$ cat src/design/bpmd_pkg.sv
package bpmd_pkg;

  localparam int TILT_W  = 25;
  localparam int ACCEL_W = 24;
  localparam int TGT_W   = 22;
  localparam int GAIN_W  = 16;
  localparam int DRV_W   = 10;
  localparam int ERR_W   = 26;
  localparam int DIFF_W  = 27;
  // wide enough for a zero-extended gain and for the correction reciprocal
  localparam int MUL_A_W = 25;
  localparam int PROD_W  = MUL_A_W + DIFF_W;
  localparam int TERM_W  = PROD_W - 8;
  localparam int ACC_W   = 38;
  localparam int OUT_W   = 26;
  localparam int OFS_W   = 22;
  localparam int OFS_X_W = OFS_W + 1;
  localparam int CFG_IDX_W = 2;

  // drive divider: numerator and denominator widths
  localparam int DIV_NUM_W = 29;
  localparam int DIV_DEN_W = 25;

  localparam logic [GAIN_W-1:0] P_GAIN_RST = 16'd3840;
  localparam logic [GAIN_W-1:0] I_GAIN_RST = 16'd384;
  localparam logic [GAIN_W-1:0] D_GAIN_RST = 16'd7680;

  localparam logic signed [ACC_W-1:0]   LIM_400_A = 38'sd26214400;
  localparam logic signed [OUT_W-1:0]   LIM_400_O = 26'sd26214400;
  localparam logic signed [OUT_W-1:0]   DEADBAND  = 26'sd327680;
  localparam logic signed [OUT_W-1:0]   CORR_THR  = 26'sd655360;
  localparam logic signed [TILT_W-1:0]  LIM_30_T  = 25'sd1966080;
  localparam logic signed [OFS_X_W-1:0] LIM_30_X  = 23'sd1966080;
  localparam logic signed [OFS_X_W-1:0] DRIFT     = 23'sd98;
  localparam logic signed [ACCEL_W-1:0] ARM_WIN   = 24'sd32768;

  localparam logic [DIV_NUM_W-1:0] DRIVE_NUM  = 29'd360448000;
  localparam logic [DIV_DEN_W-1:0] DRIVE_BIAS = 25'd589824;
  localparam logic [DRV_W-1:0]     DRIVE_SUB  = 10'd5;

  // 15/1000 taken as 3/8 then /25; ceil(2^28/25) is exact over the clamped output range
  localparam int                        CORR_SHIFT = 28;
  localparam logic signed [MUL_A_W-1:0] CORR_RECIP = 25'sd10737419;

  typedef enum logic [CFG_IDX_W-1:0] {
    REG_P_GAIN = 2'd0,
    REG_I_GAIN = 2'd1,
    REG_D_GAIN = 2'd2
  } cfg_reg_t;

  typedef enum logic [3:0] {
    ST_IDLE,
    ST_CORR,
    ST_CORR_WAIT,
    ST_MUL_I,
    ST_MUL_P,
    ST_MUL_D,
    ST_SUM,
    ST_DRV_WAIT,
    ST_DONE
  } state_t;

  typedef enum logic [1:0] {
    MSEL_I,
    MSEL_P,
    MSEL_D,
    MSEL_C
  } mul_sel_t;

  // q8.8 product back to q16, rounding toward zero
  function automatic logic signed [TERM_W-1:0] trunc256(input logic signed [PROD_W-1:0] p);
    logic signed [PROD_W-1:0] t;
    t = p + (p[PROD_W-1] ? PROD_W'(255) : PROD_W'(0));
    return $signed(t[PROD_W-1:8]);
  endfunction

  function automatic logic signed [OUT_W-1:0] sat400(input logic signed [ACC_W-1:0] x);
    logic signed [ACC_W-1:0] y;
    if (x > LIM_400_A) y = LIM_400_A;
    else if (x < -LIM_400_A) y = -LIM_400_A;
    else y = x;
    return $signed(y[OUT_W-1:0]);
  endfunction

endpackage

$ cat src/design/bpmd_div.sv
module bpmd_div #(
  parameter int NUM_W = 29,
  parameter int DEN_W = 25
) (
  input  logic             clk,
  input  logic             rst,
  input  logic             start,
  input  logic [NUM_W-1:0] num,
  input  logic [DEN_W-1:0] den,
  output logic             done,
  output logic [NUM_W-1:0] quot
);

  localparam int CNT_W = $clog2(NUM_W + 1);

  logic             busy;
  logic [CNT_W-1:0] cnt;
  logic [DEN_W-1:0] rem;
  logic [NUM_W-1:0] nq;
  logic [DEN_W-1:0] dreg;
  logic [DEN_W:0]   trial;
  logic [DEN_W:0]   diff;
  logic             ge;

  // restoring division, one quotient bit a cycle; quotient shifts in behind numerator
  assign trial = {rem, nq[NUM_W-1]};
  assign ge    = trial >= {1'b0, dreg};
  assign diff  = trial - {1'b0, dreg};
  assign quot  = nq;

  always_ff @(posedge clk) begin
    if (rst) begin
      busy <= 1'b0;
      done <= 1'b0;
      cnt  <= '0;
    end else if (start) begin
      busy <= 1'b1;
      done <= 1'b0;
      cnt  <= CNT_W'(NUM_W);
    end else if (busy) begin
      cnt <= cnt - 1'b1;
      if (cnt == CNT_W'(1)) begin
        busy <= 1'b0;
        done <= 1'b1;
      end
    end else begin
      done <= 1'b0;
    end
  end

  always_ff @(posedge clk) begin
    if (start) begin
      nq   <= num;
      rem  <= '0;
      dreg <= den;
    end else if (busy) begin
      rem <= ge ? diff[DEN_W-1:0] : trial[DEN_W-1:0];
      nq  <= {nq[NUM_W-2:0], ge};
    end
  end

endmodule

$ cat src/design/balance_pid_motor_drive_core.sv
// Balance PID controller and motor drive. One transaction per control tick: the block takes
// tilt, accelerometer and target angles (signed Q16 degrees) and returns one result with the
// controller output, the shared motor drive value and the running flag. Items are handled one
// at a time; in_ready is high only while idle. A tick whose output is nonzero also runs the
// 29-step restoring divider that forms the drive. When the previous output exceeds 10, the
// feedback correction is added first: a reciprocal product on the shared 25x27 multiplier
// that also forms the three gain products, one per cycle. A result still waiting for
// out_ready holds the next tick in its last cycle. Gains are written through cfg_we at any
// time the block is idle.
module balance_pid_motor_drive_core (
  input  logic                                   clk,
  input  logic                                   rst,
  input  logic                                   cfg_we,
  input  logic [bpmd_pkg::CFG_IDX_W-1:0]         cfg_index,
  input  logic [bpmd_pkg::GAIN_W-1:0]            cfg_data,
  input  logic                                   in_valid,
  output logic                                   in_ready,
  input  logic signed [bpmd_pkg::TILT_W-1:0]     tilt_angle,
  input  logic signed [bpmd_pkg::ACCEL_W-1:0]    accel_angle,
  input  logic signed [bpmd_pkg::TGT_W-1:0]      target_angle,
  output logic                                   out_valid,
  input  logic                                   out_ready,
  output logic signed [bpmd_pkg::DRV_W-1:0]      motor_drive,
  output logic signed [bpmd_pkg::OUT_W-1:0]      controller_output,
  output logic                                   running
);

  import bpmd_pkg::*;

  state_t state, state_next;

  logic [GAIN_W-1:0] p_gain, i_gain, d_gain;

  logic                       armed;
  logic signed [OUT_W-1:0]    integral_sum;
  logic signed [ERR_W-1:0]    previous_error;
  logic signed [OUT_W-1:0]    previous_output;
  logic signed [OFS_W-1:0]    balance_offset;

  logic signed [TILT_W-1:0]   tilt;
  logic signed [TGT_W-1:0]    target;
  logic signed [ERR_W-1:0]    err;
  logic signed [PROD_W-1:0]   prod;
  logic signed [ACC_W-1:0]    acc;
  logic signed [OUT_W-1:0]    res;
  logic signed [DRV_W-1:0]    drive;

  logic                       in_fire, load_out, div_start, div_done;
  logic [DIV_NUM_W-1:0]       div_num, div_quot;
  logic [DIV_DEN_W-1:0]       div_den;
  mul_sel_t                   mul_sel;

  logic signed [ERR_W-1:0]    err_base, corr_mag;
  logic [OUT_W-1:0]           prev_abs;
  logic [ERR_W:0]             prev_x3;
  logic [ERR_W-3:0]           corr_y;
  logic                       corr_on, arm_win;
  logic signed [MUL_A_W-1:0]  mul_a;
  logic signed [DIFF_W-1:0]   mul_b;
  logic signed [PROD_W-1:0]   mul_p;
  logic signed [TERM_W-1:0]   term;
  logic signed [ACC_W-1:0]    sum;
  logic signed [OUT_W-1:0]    res_c, res_db, res_fin;
  logic [OUT_W-1:0]           res_abs;
  logic                       fall;
  logic signed [OFS_X_W-1:0]  ofs_step;
  logic signed [OFS_W-1:0]    ofs_new;
  logic signed [DRV_W-1:0]    drv_mag;

  assign in_fire  = in_valid && in_ready;
  assign load_out = (state == ST_DONE) && (!out_valid || out_ready);

  // error before feedback correction
  assign err_base = ERR_W'(tilt_angle) - ERR_W'(balance_offset) - ERR_W'(target_angle);
  assign arm_win  = (accel_angle > -ARM_WIN) && (accel_angle < ARM_WIN);

  assign prev_abs = previous_output[OUT_W-1] ? OUT_W'(-previous_output)
                                             : OUT_W'(previous_output);
  // floor(3|out|/8), then the reciprocal product gives the /25
  assign prev_x3  = {prev_abs, 1'b0} + {1'b0, prev_abs};
  assign corr_y   = prev_x3[ERR_W:3];
  assign corr_on  = (previous_output > CORR_THR) || (previous_output < -CORR_THR);
  assign corr_mag = $signed(ERR_W'(prod[PROD_W-1:CORR_SHIFT]));

  // shared multiplier, registered into prod every cycle
  always_comb begin
    case (mul_sel)
      MSEL_C:  mul_a = CORR_RECIP;
      MSEL_P:  mul_a = $signed(MUL_A_W'(p_gain));
      MSEL_D:  mul_a = $signed(MUL_A_W'(d_gain));
      default: mul_a = $signed(MUL_A_W'(i_gain));
    endcase
    case (mul_sel)
      MSEL_C:  mul_b = $signed(DIFF_W'(corr_y));
      MSEL_D:  mul_b = DIFF_W'(err) - DIFF_W'(previous_error);
      default: mul_b = DIFF_W'(err);
    endcase
  end
  assign mul_p = mul_a * mul_b;
  assign term  = trunc256(prod);

  // final sum, clamps, deadband and fall cut
  assign sum     = acc + ACC_W'(term);
  assign res_c   = sat400(sum);
  assign res_db  = ((res_c > -DEADBAND) && (res_c < DEADBAND)) ? '0 : res_c;
  assign fall    = (tilt > LIM_30_T) || (tilt < -LIM_30_T) || !armed;
  assign res_fin = fall ? '0 : res_db;
  assign res_abs = res_fin[OUT_W-1] ? OUT_W'(-res_fin) : OUT_W'(res_fin);

  always_comb begin
    ofs_step = OFS_X_W'(balance_offset);
    if (res_fin > 0) ofs_step = ofs_step - DRIFT;
    else if (res_fin < 0) ofs_step = ofs_step + DRIFT;
    if (ofs_step > LIM_30_X) ofs_step = LIM_30_X;
    else if (ofs_step < -LIM_30_X) ofs_step = -LIM_30_X;
    ofs_new = OFS_W'(ofs_step);
  end

  assign drv_mag = $signed(DRV_W'(div_quot[DRV_W-2:0]) - DRIVE_SUB);

  assign div_num = DRIVE_NUM;
  assign div_den = res_abs[DIV_DEN_W-1:0] + DRIVE_BIAS;

  bpmd_div #(
    .NUM_W (DIV_NUM_W),
    .DEN_W (DIV_DEN_W)
  ) u_div (
    .clk   (clk),
    .rst   (rst),
    .start (div_start),
    .num   (div_num),
    .den   (div_den),
    .done  (div_done),
    .quot  (div_quot)
  );

  // sequencer: next state
  always_comb begin
    state_next = state;
    unique case (state)
      ST_IDLE:      if (in_valid) state_next = ST_CORR;
      ST_CORR:      state_next = corr_on ? ST_CORR_WAIT : ST_MUL_I;
      ST_CORR_WAIT: state_next = ST_MUL_I;
      ST_MUL_I:     state_next = ST_MUL_P;
      ST_MUL_P:     state_next = ST_MUL_D;
      ST_MUL_D:     state_next = ST_SUM;
      ST_SUM:       state_next = (res_fin != 0) ? ST_DRV_WAIT : ST_DONE;
      ST_DRV_WAIT:  if (div_done) state_next = ST_DONE;
      ST_DONE:      if (!out_valid || out_ready) state_next = ST_IDLE;
      default:      state_next = ST_IDLE;
    endcase
  end

  // sequencer: outputs
  always_comb begin
    in_ready  = 1'b0;
    div_start = 1'b0;
    mul_sel   = MSEL_I;
    unique case (state)
      ST_IDLE:  in_ready = 1'b1;
      ST_CORR:  mul_sel = MSEL_C;
      ST_MUL_P: mul_sel = MSEL_P;
      ST_MUL_D: mul_sel = MSEL_D;
      ST_SUM:   div_start = (res_fin != 0);
      default:  ;
    endcase
  end

  always_ff @(posedge clk) begin
    if (rst) state <= ST_IDLE;
    else state <= state_next;
  end

  always_ff @(posedge clk) begin
    if (rst) begin
      p_gain <= P_GAIN_RST;
      i_gain <= I_GAIN_RST;
      d_gain <= D_GAIN_RST;
    end else if (cfg_we) begin
      unique case (cfg_index)
        REG_P_GAIN: p_gain <= cfg_data;
        REG_I_GAIN: i_gain <= cfg_data;
        REG_D_GAIN: d_gain <= cfg_data;
        default:    ;
      endcase
    end
  end

  // controller state
  always_ff @(posedge clk) begin
    if (rst) begin
      armed           <= 1'b0;
      integral_sum    <= '0;
      previous_error  <= '0;
      previous_output <= '0;
      balance_offset  <= '0;
    end else begin
      if (in_fire && arm_win) armed <= 1'b1;
      if (state == ST_MUL_P) integral_sum <= sat400(ACC_W'(integral_sum) + ACC_W'(term));
      if (state == ST_SUM) begin
        previous_error  <= err;
        previous_output <= res_fin;
        if (fall) begin
          armed          <= 1'b0;
          integral_sum   <= '0;
          balance_offset <= '0;
        end else if (target == 0) begin
          balance_offset <= ofs_new;
        end
      end
    end
  end

  // working registers
  always_ff @(posedge clk) begin
    prod <= mul_p;
    if (in_fire) begin
      tilt   <= tilt_angle;
      target <= target_angle;
      err    <= err_base;
    end
    if (state == ST_CORR_WAIT) begin
      err <= previous_output[OUT_W-1] ? err - corr_mag : err + corr_mag;
    end
    if (state == ST_MUL_D) acc <= ACC_W'(term) + ACC_W'(integral_sum);
    if (state == ST_SUM) begin
      res   <= res_fin;
      drive <= '0;
    end
    if (state == ST_DRV_WAIT && div_done) drive <= res[OUT_W-1] ? -drv_mag : drv_mag;
  end

  // result register
  always_ff @(posedge clk) begin
    if (rst) begin
      out_valid <= 1'b0;
    end else begin
      if (out_valid && out_ready) out_valid <= 1'b0;
      if (load_out) out_valid <= 1'b1;
    end
  end

  always_ff @(posedge clk) begin
    if (load_out) begin
      motor_drive       <= drive;
      controller_output <= res;
      running           <= armed;
    end
  end

  a_stopped_zero: assert property (@(posedge clk) disable iff (rst)
    out_valid && !running |-> controller_output == 0)
    else $error("output not zero while stopped");

  a_drive_zero: assert property (@(posedge clk) disable iff (rst)
    out_valid && controller_output == 0 |-> motor_drive == 0)
    else $error("drive not zero for zero output");

  a_drive_sign: assert property (@(posedge clk) disable iff (rst)
    out_valid && controller_output != 0 |->
      motor_drive != 0 && motor_drive[DRV_W-1] == controller_output[OUT_W-1])
    else $error("drive sign does not follow output");

  a_integral_lim: assert property (@(posedge clk) disable iff (rst)
    integral_sum <= LIM_400_O && integral_sum >= -LIM_400_O)
    else $error("integral outside clamp");

  a_offset_lim: assert property (@(posedge clk) disable iff (rst)
    OFS_X_W'(balance_offset) <= LIM_30_X && OFS_X_W'(balance_offset) >= -LIM_30_X)
    else $error("balance offset outside limit");

endmodule
$ cat config.mk
export PLATFORM = sky130hd
export DESIGN_NAME = balance_pid_motor_drive_core
export DESIGN_NICKNAME = d
export VERILOG_FILES = /design/src/design/bpmd_pkg.sv /design/src/design/bpmd_div.sv /design/src/design/balance_pid_motor_drive_core.sv
export SDC_FILE = /design/constraint.sdc
export NUM_CORES = 2
export LEC_CHECK = 0
export BUFFER_PORTS_ARGS = -buffer_cell sky130_fd_sc_hd__buf_2
export CAP_MARGIN = 5
export CORE_AREA = 5 5 311 313
export DETAILED_ROUTE_END_ITERATION = 7
export DIE_AREA = 0 0 316 318
export PLACE_DENSITY = 0.71
export SLEW_MARGIN = 0
export SYNTH_ARGS = -nofsm -noshare
export SYNTH_HDL_FRONTEND = slang
export SYNTH_SLANG_ARGS = --single-unit
export TNS_END_PERCENT = 50
$ cat constraint.sdc
create_clock -name clk -period 15.3 [get_ports clk]
set_clock_uncertainty 0.1 [all_clocks]
set_input_delay 3.06 -clock clk [delete_from_list [all_inputs] [get_ports clk]]
set_output_delay 3.06 -clock clk [all_outputs]
set_load 0.02 [all_outputs]
# Yosys cells after proc, flatten, opt, wreduce, memory -nomap -nowiden
# Cells that the tools add are included.
[word_totals]
word_cells = 156
register_bits = 476
[classes]
n_addsub = 18
eq_ne = 17
multipliers = 1
n_reduce_logical = 29
n_mux = 46
bitwise_logic = 1
order_cmp = 17
[op_table]
columns = ["op", "n"]
rows = [
  ["$mux W26", 13],
  ["$mux W22", 4],
  ["$gt A38 B26 Y1 const B", 2],
  ["$lt A38 B26 Y1 const B", 2],
  ["$pmux W24 S3", 1],
  ["$pmux W27 S2", 1],
  ["$mul A25 B27 Y52", 1],
  ["$mux W25", 2],
  ["$add A46 B9 Y46", 1],
  ["$mux W23", 2],
  ["$add A38 B26 Y38", 1],
  ["$add A38 B38 Y38", 1],
  ["$pmux W4 S9", 1],
  ["$logic_not A32 Y1", 1],
  ["$reduce_bool A32 Y1", 1],
  ["$mux W10", 3],
  ["$add A27 B26 Y27", 1],
  ["$sub A26 B26 Y27", 1],
  ["$add A26 B25 Y26", 1],
  ["$ge A26 B25 Y1", 1],
  ["$gt A26 B1 Y1 const B", 1],
  ["$gt A26 B20 Y1 const B", 1],
  ["$gt A26 B21 Y1 const B", 1],
  ["$lt A26 B1 Y1 const B", 1],
  ["other kinds (45)", 84],
]

# Longest topological paths before layout
[depth]
depth_word = 18
mapped_depth = 49
depth_no_buf = 48

# Hierarchy
# Synthesis repeated with hierarchy kept, for this count alone.
[hier_totals]
hier_cells = 5760
hier_area_um2 = 51129.0
[by_module_without_submodules]
columns = ["mod", "cells_per_inst", "area_each_um2", "n_inst"]
rows = [
  ["balance_pid_motor_drive_core", 5290, 46253.1, 1],
  ["bpmd_div", 470, 4875.9, 1],
]

# Worst setup path before layout
# No wires, ideal clock.
[synth_path]
path_kind = "register -> register"
startpoint = "reg previous_output[25]"
endpoint = "reg prod[50]"
setup_slack_ps = 4203
stages_incl_launch_ff = 49
required_time_ps = 15128
synth_period_minus_slack_ps = 11097
arrival_time_ps = 10925
path_cell_list = "dfxtp_1 -> clkbuf_1 -> clkbuf_1 -> clkbuf_1 -> o31ai_1 -> xnor2_1 -> ha_1 -> inv_1 -> o21bai_1 -> a21oi_1 -> o21bai_1 -> a21oi_1 -> o21ai_0 -> a21oi_1 -> or3_1 -> nand3b_1 -> a21oi_1 -> or2_2 -> [... 13 more ...] -> inv_1 -> fa_1 -> inv_1 -> fa_1 -> ha_1 -> or2_2 -> o31ai_1 -> o31ai_1 -> o41ai_1 -> nor2_1 -> o211ai_1 -> a31oi_1 -> nand2_1 -> o21ai_0 -> a211oi_1 -> o21bai_1 -> a21oi_1 -> xnor2_1"
[synth_via]
elab_chain_len = 5
[synth_rtl]
columns = ["element", "line", "rtl"]
rows = [
  ["start: declaration", "balance_pid_motor_drive_core.sv:37", "logic signed [OUT_W-1:0] previous_output;"],
  ["start signal: assignment", "balance_pid_motor_drive_core.sv:202", "previous_output <= res_fin;"],
  ["$neg A26 Y26", "balance_pid_motor_drive_core.sv:77", "assign prev_abs = previous_output[OUT_W-1] ? OUT_W'(-previous_output)"],
  ["$mux W26 *", "balance_pid_motor_drive_core.sv:77", ""],
  ["$add A27 B26 Y27 *", "balance_pid_motor_drive_core.sv:80", "assign prev_x3 = {prev_abs, 1'b0} + {1'b0, prev_abs};"],
  ["$pmux W27 S2 *", "balance_pid_motor_drive_core.sv:93", "case (mul_sel)"],
  ["$mul A25 B27 Y52 *", "balance_pid_motor_drive_core.sv:99", "assign mul_p = mul_a * mul_b;"],
  ["net mul_p[50]", "balance_pid_motor_drive_core.sv:60", "logic signed [PROD_W-1:0] mul_p;"],
  ["end signal: assignment", "balance_pid_motor_drive_core.sv:216", "prod <= mul_p;"],
  ["end: declaration", "balance_pid_motor_drive_core.sv:43", "logic signed [PROD_W-1:0] prod;"],
]
# The timed path passes the listed nets; every way through them passes the cells marked *.
# A chain may end at the register's enable or synchronous reset.

# Worst setup path after layout
# Ends and elaborated chain as after synthesis.

==> impl_summary.log <==
[metrics] result of the run: finished clean
[metrics] number of instances in the synthesized netlist: 5790
[metrics] final weighted congestion in routability-driven placement: 0.963
[metrics] width of the chip: around 320 um
[metrics] Max transition margin: 0.158
[metrics] Final nets: 6918
[metrics] synthesized cell area: 50900 um^2
[metrics] reg-to-reg slack, setup: approximately 2.7 ns
[metrics] number of library cell types mapped by synthesis: between 90 and 100
[metrics] number of synthesized flops with an enable pin: about 210
[metrics] remaining global-route overflow: 0
[metrics] number of warnings printed during yosys synthesis: 0
[metrics] Final setup violation count: 0
[metrics] number of pins exceeding their max-slew limit in the final report: 0
[metrics] main flop type after synthesis: dfxtp_1
[metrics] share of the yosys chip area belonging to registers: 0.228
[metrics] initial drt markers: approximately 3300
[metrics] Arrival @ worst endpoint: between 10 and 15 ns
[metrics] kind of capture point of the worst setup path: flop
[metrics] maximum clock rate: 79.1 MHz
[metrics] transition at the pin with the smallest max-transition slack: between 1 and 1.5 ns
[metrics] filler instances: 8362
[metrics] final routed wirelength across all metal layers: 139000 um
[metrics] Seq. cell area: 11600 um^2
[metrics] Post-CTS Setup Bufs: 0
[metrics] first-pass GRT wire length: 222000 um
[metrics] largest cells by area after synthesis: fa_1, edfxtp_1, dfxtp_1, ha_1, inv_1
[metrics] detailed-route DRC error count: 0
[metrics] cts-stage hold buffer count: 0
[metrics] fraction of synthesis flops using an asynchronous set or reset pin: 0
[metrics] top cell type's share of synthesized area: 0.226
[metrics] number of input and output port buffers inserted: 132
[metrics] fraction of layout instances using a drive strength above 1: 0.0578
[metrics] clock tree root buffer cell: clkbuf_16
[metrics] number of global-route vias before repair: roughly 41000
[metrics] most prevalent standard cell on the critical path: fa_1
[metrics] worst min path class: flop to flop
[metrics] CTS H-tree lvls: 2
[metrics] pin count of the biggest net entering global routing: 82
[metrics] TritonCTS clock tree: yes
[metrics] maximum root-to-sink buffer count: 3
[metrics] vertical die dimension: 318 um
[metrics] Critical-path top delay cell: o41ai_1
[metrics] post-DP HPWL: 110000 um
[metrics] final worst-path cycle share: 0.826
[metrics] Finished Layout Cells: ~7100
[metrics] number of cells in the design after placement: 7047
[metrics] number of hold-slack violations in the final timing report: 0
[metrics] clock transition at the registers of the reported paths: 0.06 ns
[metrics] cell type with the highest aggregate area in the netlist: fa_1
[metrics] combined area of the multi-input logic cells: about 36000 um^2
[metrics] final worst setup slack: 2.66 ns
[metrics] number of buffers created by CTS: 53
[metrics] sink count of the clock tree: between 400 and 500
[metrics] via density per instance: 5.81
[metrics] Crit Path Max Fanout: between 50 and 60
[metrics] Tot GR Track Use: 0.274
[metrics] number of synthesized register bits: 475
[metrics] total iterations of the first detailed-routing run: 5
[metrics] routed wire length per instance: 19.4 um
[metrics] Core Area: roughly 94000 um^2
[metrics] Max-Cap Viols: 0
[metrics] insertion delay of the later-clocked pin in the worst-skew pair: 0.67 ns
[metrics] initial antenna violation count: 6
[metrics] std cell rows: 113
[metrics] Mean Syn Cell Area: 8.79 um^2
[metrics] delay contributed by the slowest stage of the critical path: 0.68 ns
[metrics] setup tns final: 0 ns
[metrics] kind of start point of the critical path: flop
[metrics] WP data required: 15.80 ns
[metrics] CTS resizes: 0
[metrics] Area growth, synth to finish: 7.43%
[metrics] area of the die: 100000 um^2
[metrics] end-of-flow core utilization: 0.582
[metrics] startpoint-to-endpoint class of the critical path: flop to flop
[metrics] starting utilization of the core area: 0.541
[metrics] I/O pin total: 133
[metrics] via count: ~42000
[metrics] placement-stage worst setup slack: 2.93 ns
[metrics] number of antenna-violating nets in the routed design: 0
[metrics] min Tclk post-route: 12.64 ns
[metrics] setup repair after global routing missed its margin: no
==> cells by family after synthesis <==
logic type               after synthesis  synth area share
multiplexers                          70            0.0140
buffers and inverters               1026            0.0761
AND/OR/NAND/NOR                     1879             0.169
other                                  2          0.000148
XOR/XNOR                             313            0.0541
flip-flops                           475             0.228
AO/OA/AOI/OAI                       1038             0.131
adder cells (fa/ha/maj)              987             0.327
==> state kept, by name, indices dropped and copies added (netlist names), 10 cells and up <==
| name | flops |
|---|---|
| u_div.dreg | 25 |
| previous_error | 26 |
| p_gain | 16 |
| res | 26 |
| i_gain | 16 |
| u_div.rem | 25 |
| drive | 10 |
| prod | 52 |
| tilt | 25 |
| previous_output | 26 |
| acc | 38 |
| target | 22 |
| motor_drive | 10 |
| controller_output | 26 |
| integral_sum | 26 |
| balance_offset | 21 |
| d_gain | 16 |
| u_div.quot | 29 |
| err | 26 |
==> cells in the mapped netlist, types with 17 or more instances <==
master and number:
nand4_1 61, mux2i_1 62, o21ai_0 204, nor2_1 416, a211o_1 20, clkbuf_1 180, a221o_1 17, ha_1 413
o31ai_1 32, dfxtp_1 266, a211oi_1 50, or3_1 49, a31oi_1 44, and3_1 55, inv_1 811, edfxtp_1 209
o21a_1 40, and2_1 73, fa_1 574, nand3_1 99, or4_1 17, buf_1 17, o211ai_1 25, nand2_1 808
xnor2_1 237, xor2_1 75, a22oi_1 20, o21bai_1 26, a22o_1 21, a21oi_1 336, a21o_1 61, or2_2 17
nor2b_1 48, nand2b_1 39, a21boi_0 24, nor3_1 101, nor4_1 36
==> routing by layer <==
metal | GRT usage | wire length (um) | up-vias
met5 | 0 | 23 | -
met4 | 0.0923 | 5480 | 4
met3 | 0.0406 | 9760 | 304
met2 | 0.446 | 65000 | 1535
met1 | 0.378 | 58600 | 20300
li1 | - | - | 19400
==> stage by stage <==
| stage | area, um^2 | hold slack, ns |
|---|---|---|
| 2_1_floorplan | 50900 | 0.300 |
| 3_3_place_gp | 52800 | 0.301 |
| 3_5_place_dp | 52800 | 0.305 |
| 4_1_cts | 54700 | 0.320 |
| 5_1_grt | 54700 | 0.326 |
| 6_report | 54700 | 0.318 |
==> critical path, delay by kind of cell (launching register included) <==
family                   cells  cell delay (ns)
AO/OA/AOI/OAI               19             4.55
XOR/XNOR                     1             0.12
adder cells (fa/ha/maj)      9             3.98
buffers and inverters        7             0.97
flip-flops                   1             0.30
multiplexers                 1             0.41
AND/OR/NAND/NOR              8             2.08
==> placed cells by master, fill, tap and decap left out, types with 25 or more instances in the layout <==
cell / instances
nor2_1: 415
nand2_1: 808
nand2b_1: 39
buf_4: 57
mux2i_1: 62
nand4_1: 61
o21bai_1: 26
dfxtp_1: 265
and2_1: 73
nor2b_1: 47
nand3_1: 99
o31ai_1: 31
o211ai_1: 25
nor3_1: 100
nor4_1: 36
fa_1: 574
o21a_1: 40
ha_1: 413
xor2_1: 75
xnor2_1: 237
buf_2: 131
and3_1: 55
a21oi_1: 336
or3_1: 48
edfxtp_1: 209
a31oi_1: 44
clkbuf_16: 56
a211oi_1: 50
o21ai_0: 200
inv_1: 809
a21o_1: 61
==> layout make-up <==
type | instances | share of cell area
inverter | 817 | 0.0561
sequential | 475 | 0.212
clock buffer | 64 | 0.0270
tap | 1265 | 0.0289
timing repair buffer | 188 | 0.0198
antenna | 2 | 0.0000915
clock inverter | 35 | 0.00648
multi-input combinational | 4302 | 0.649
==> worst paths after layout <==
kind                                    start                        to  cells after the start
min                    drive[5]$_SDFFCE_PN0P_  motor_drive[5]$_DFFE_PP_                      0
max          previous_output[25]$_SDFFE_PP0N_          prod[50]$_DFF_P_                     45
min reg2reg            drive[5]$_SDFFCE_PN0P_  motor_drive[5]$_DFFE_PP_                      0
max reg2reg  previous_output[25]$_SDFFE_PP0N_          prod[50]$_DFF_P_                     45
Power is left out: the tool's default activity adds up to more than one toggle a clock period on the data nets, which glitch-free logic cannot reach.
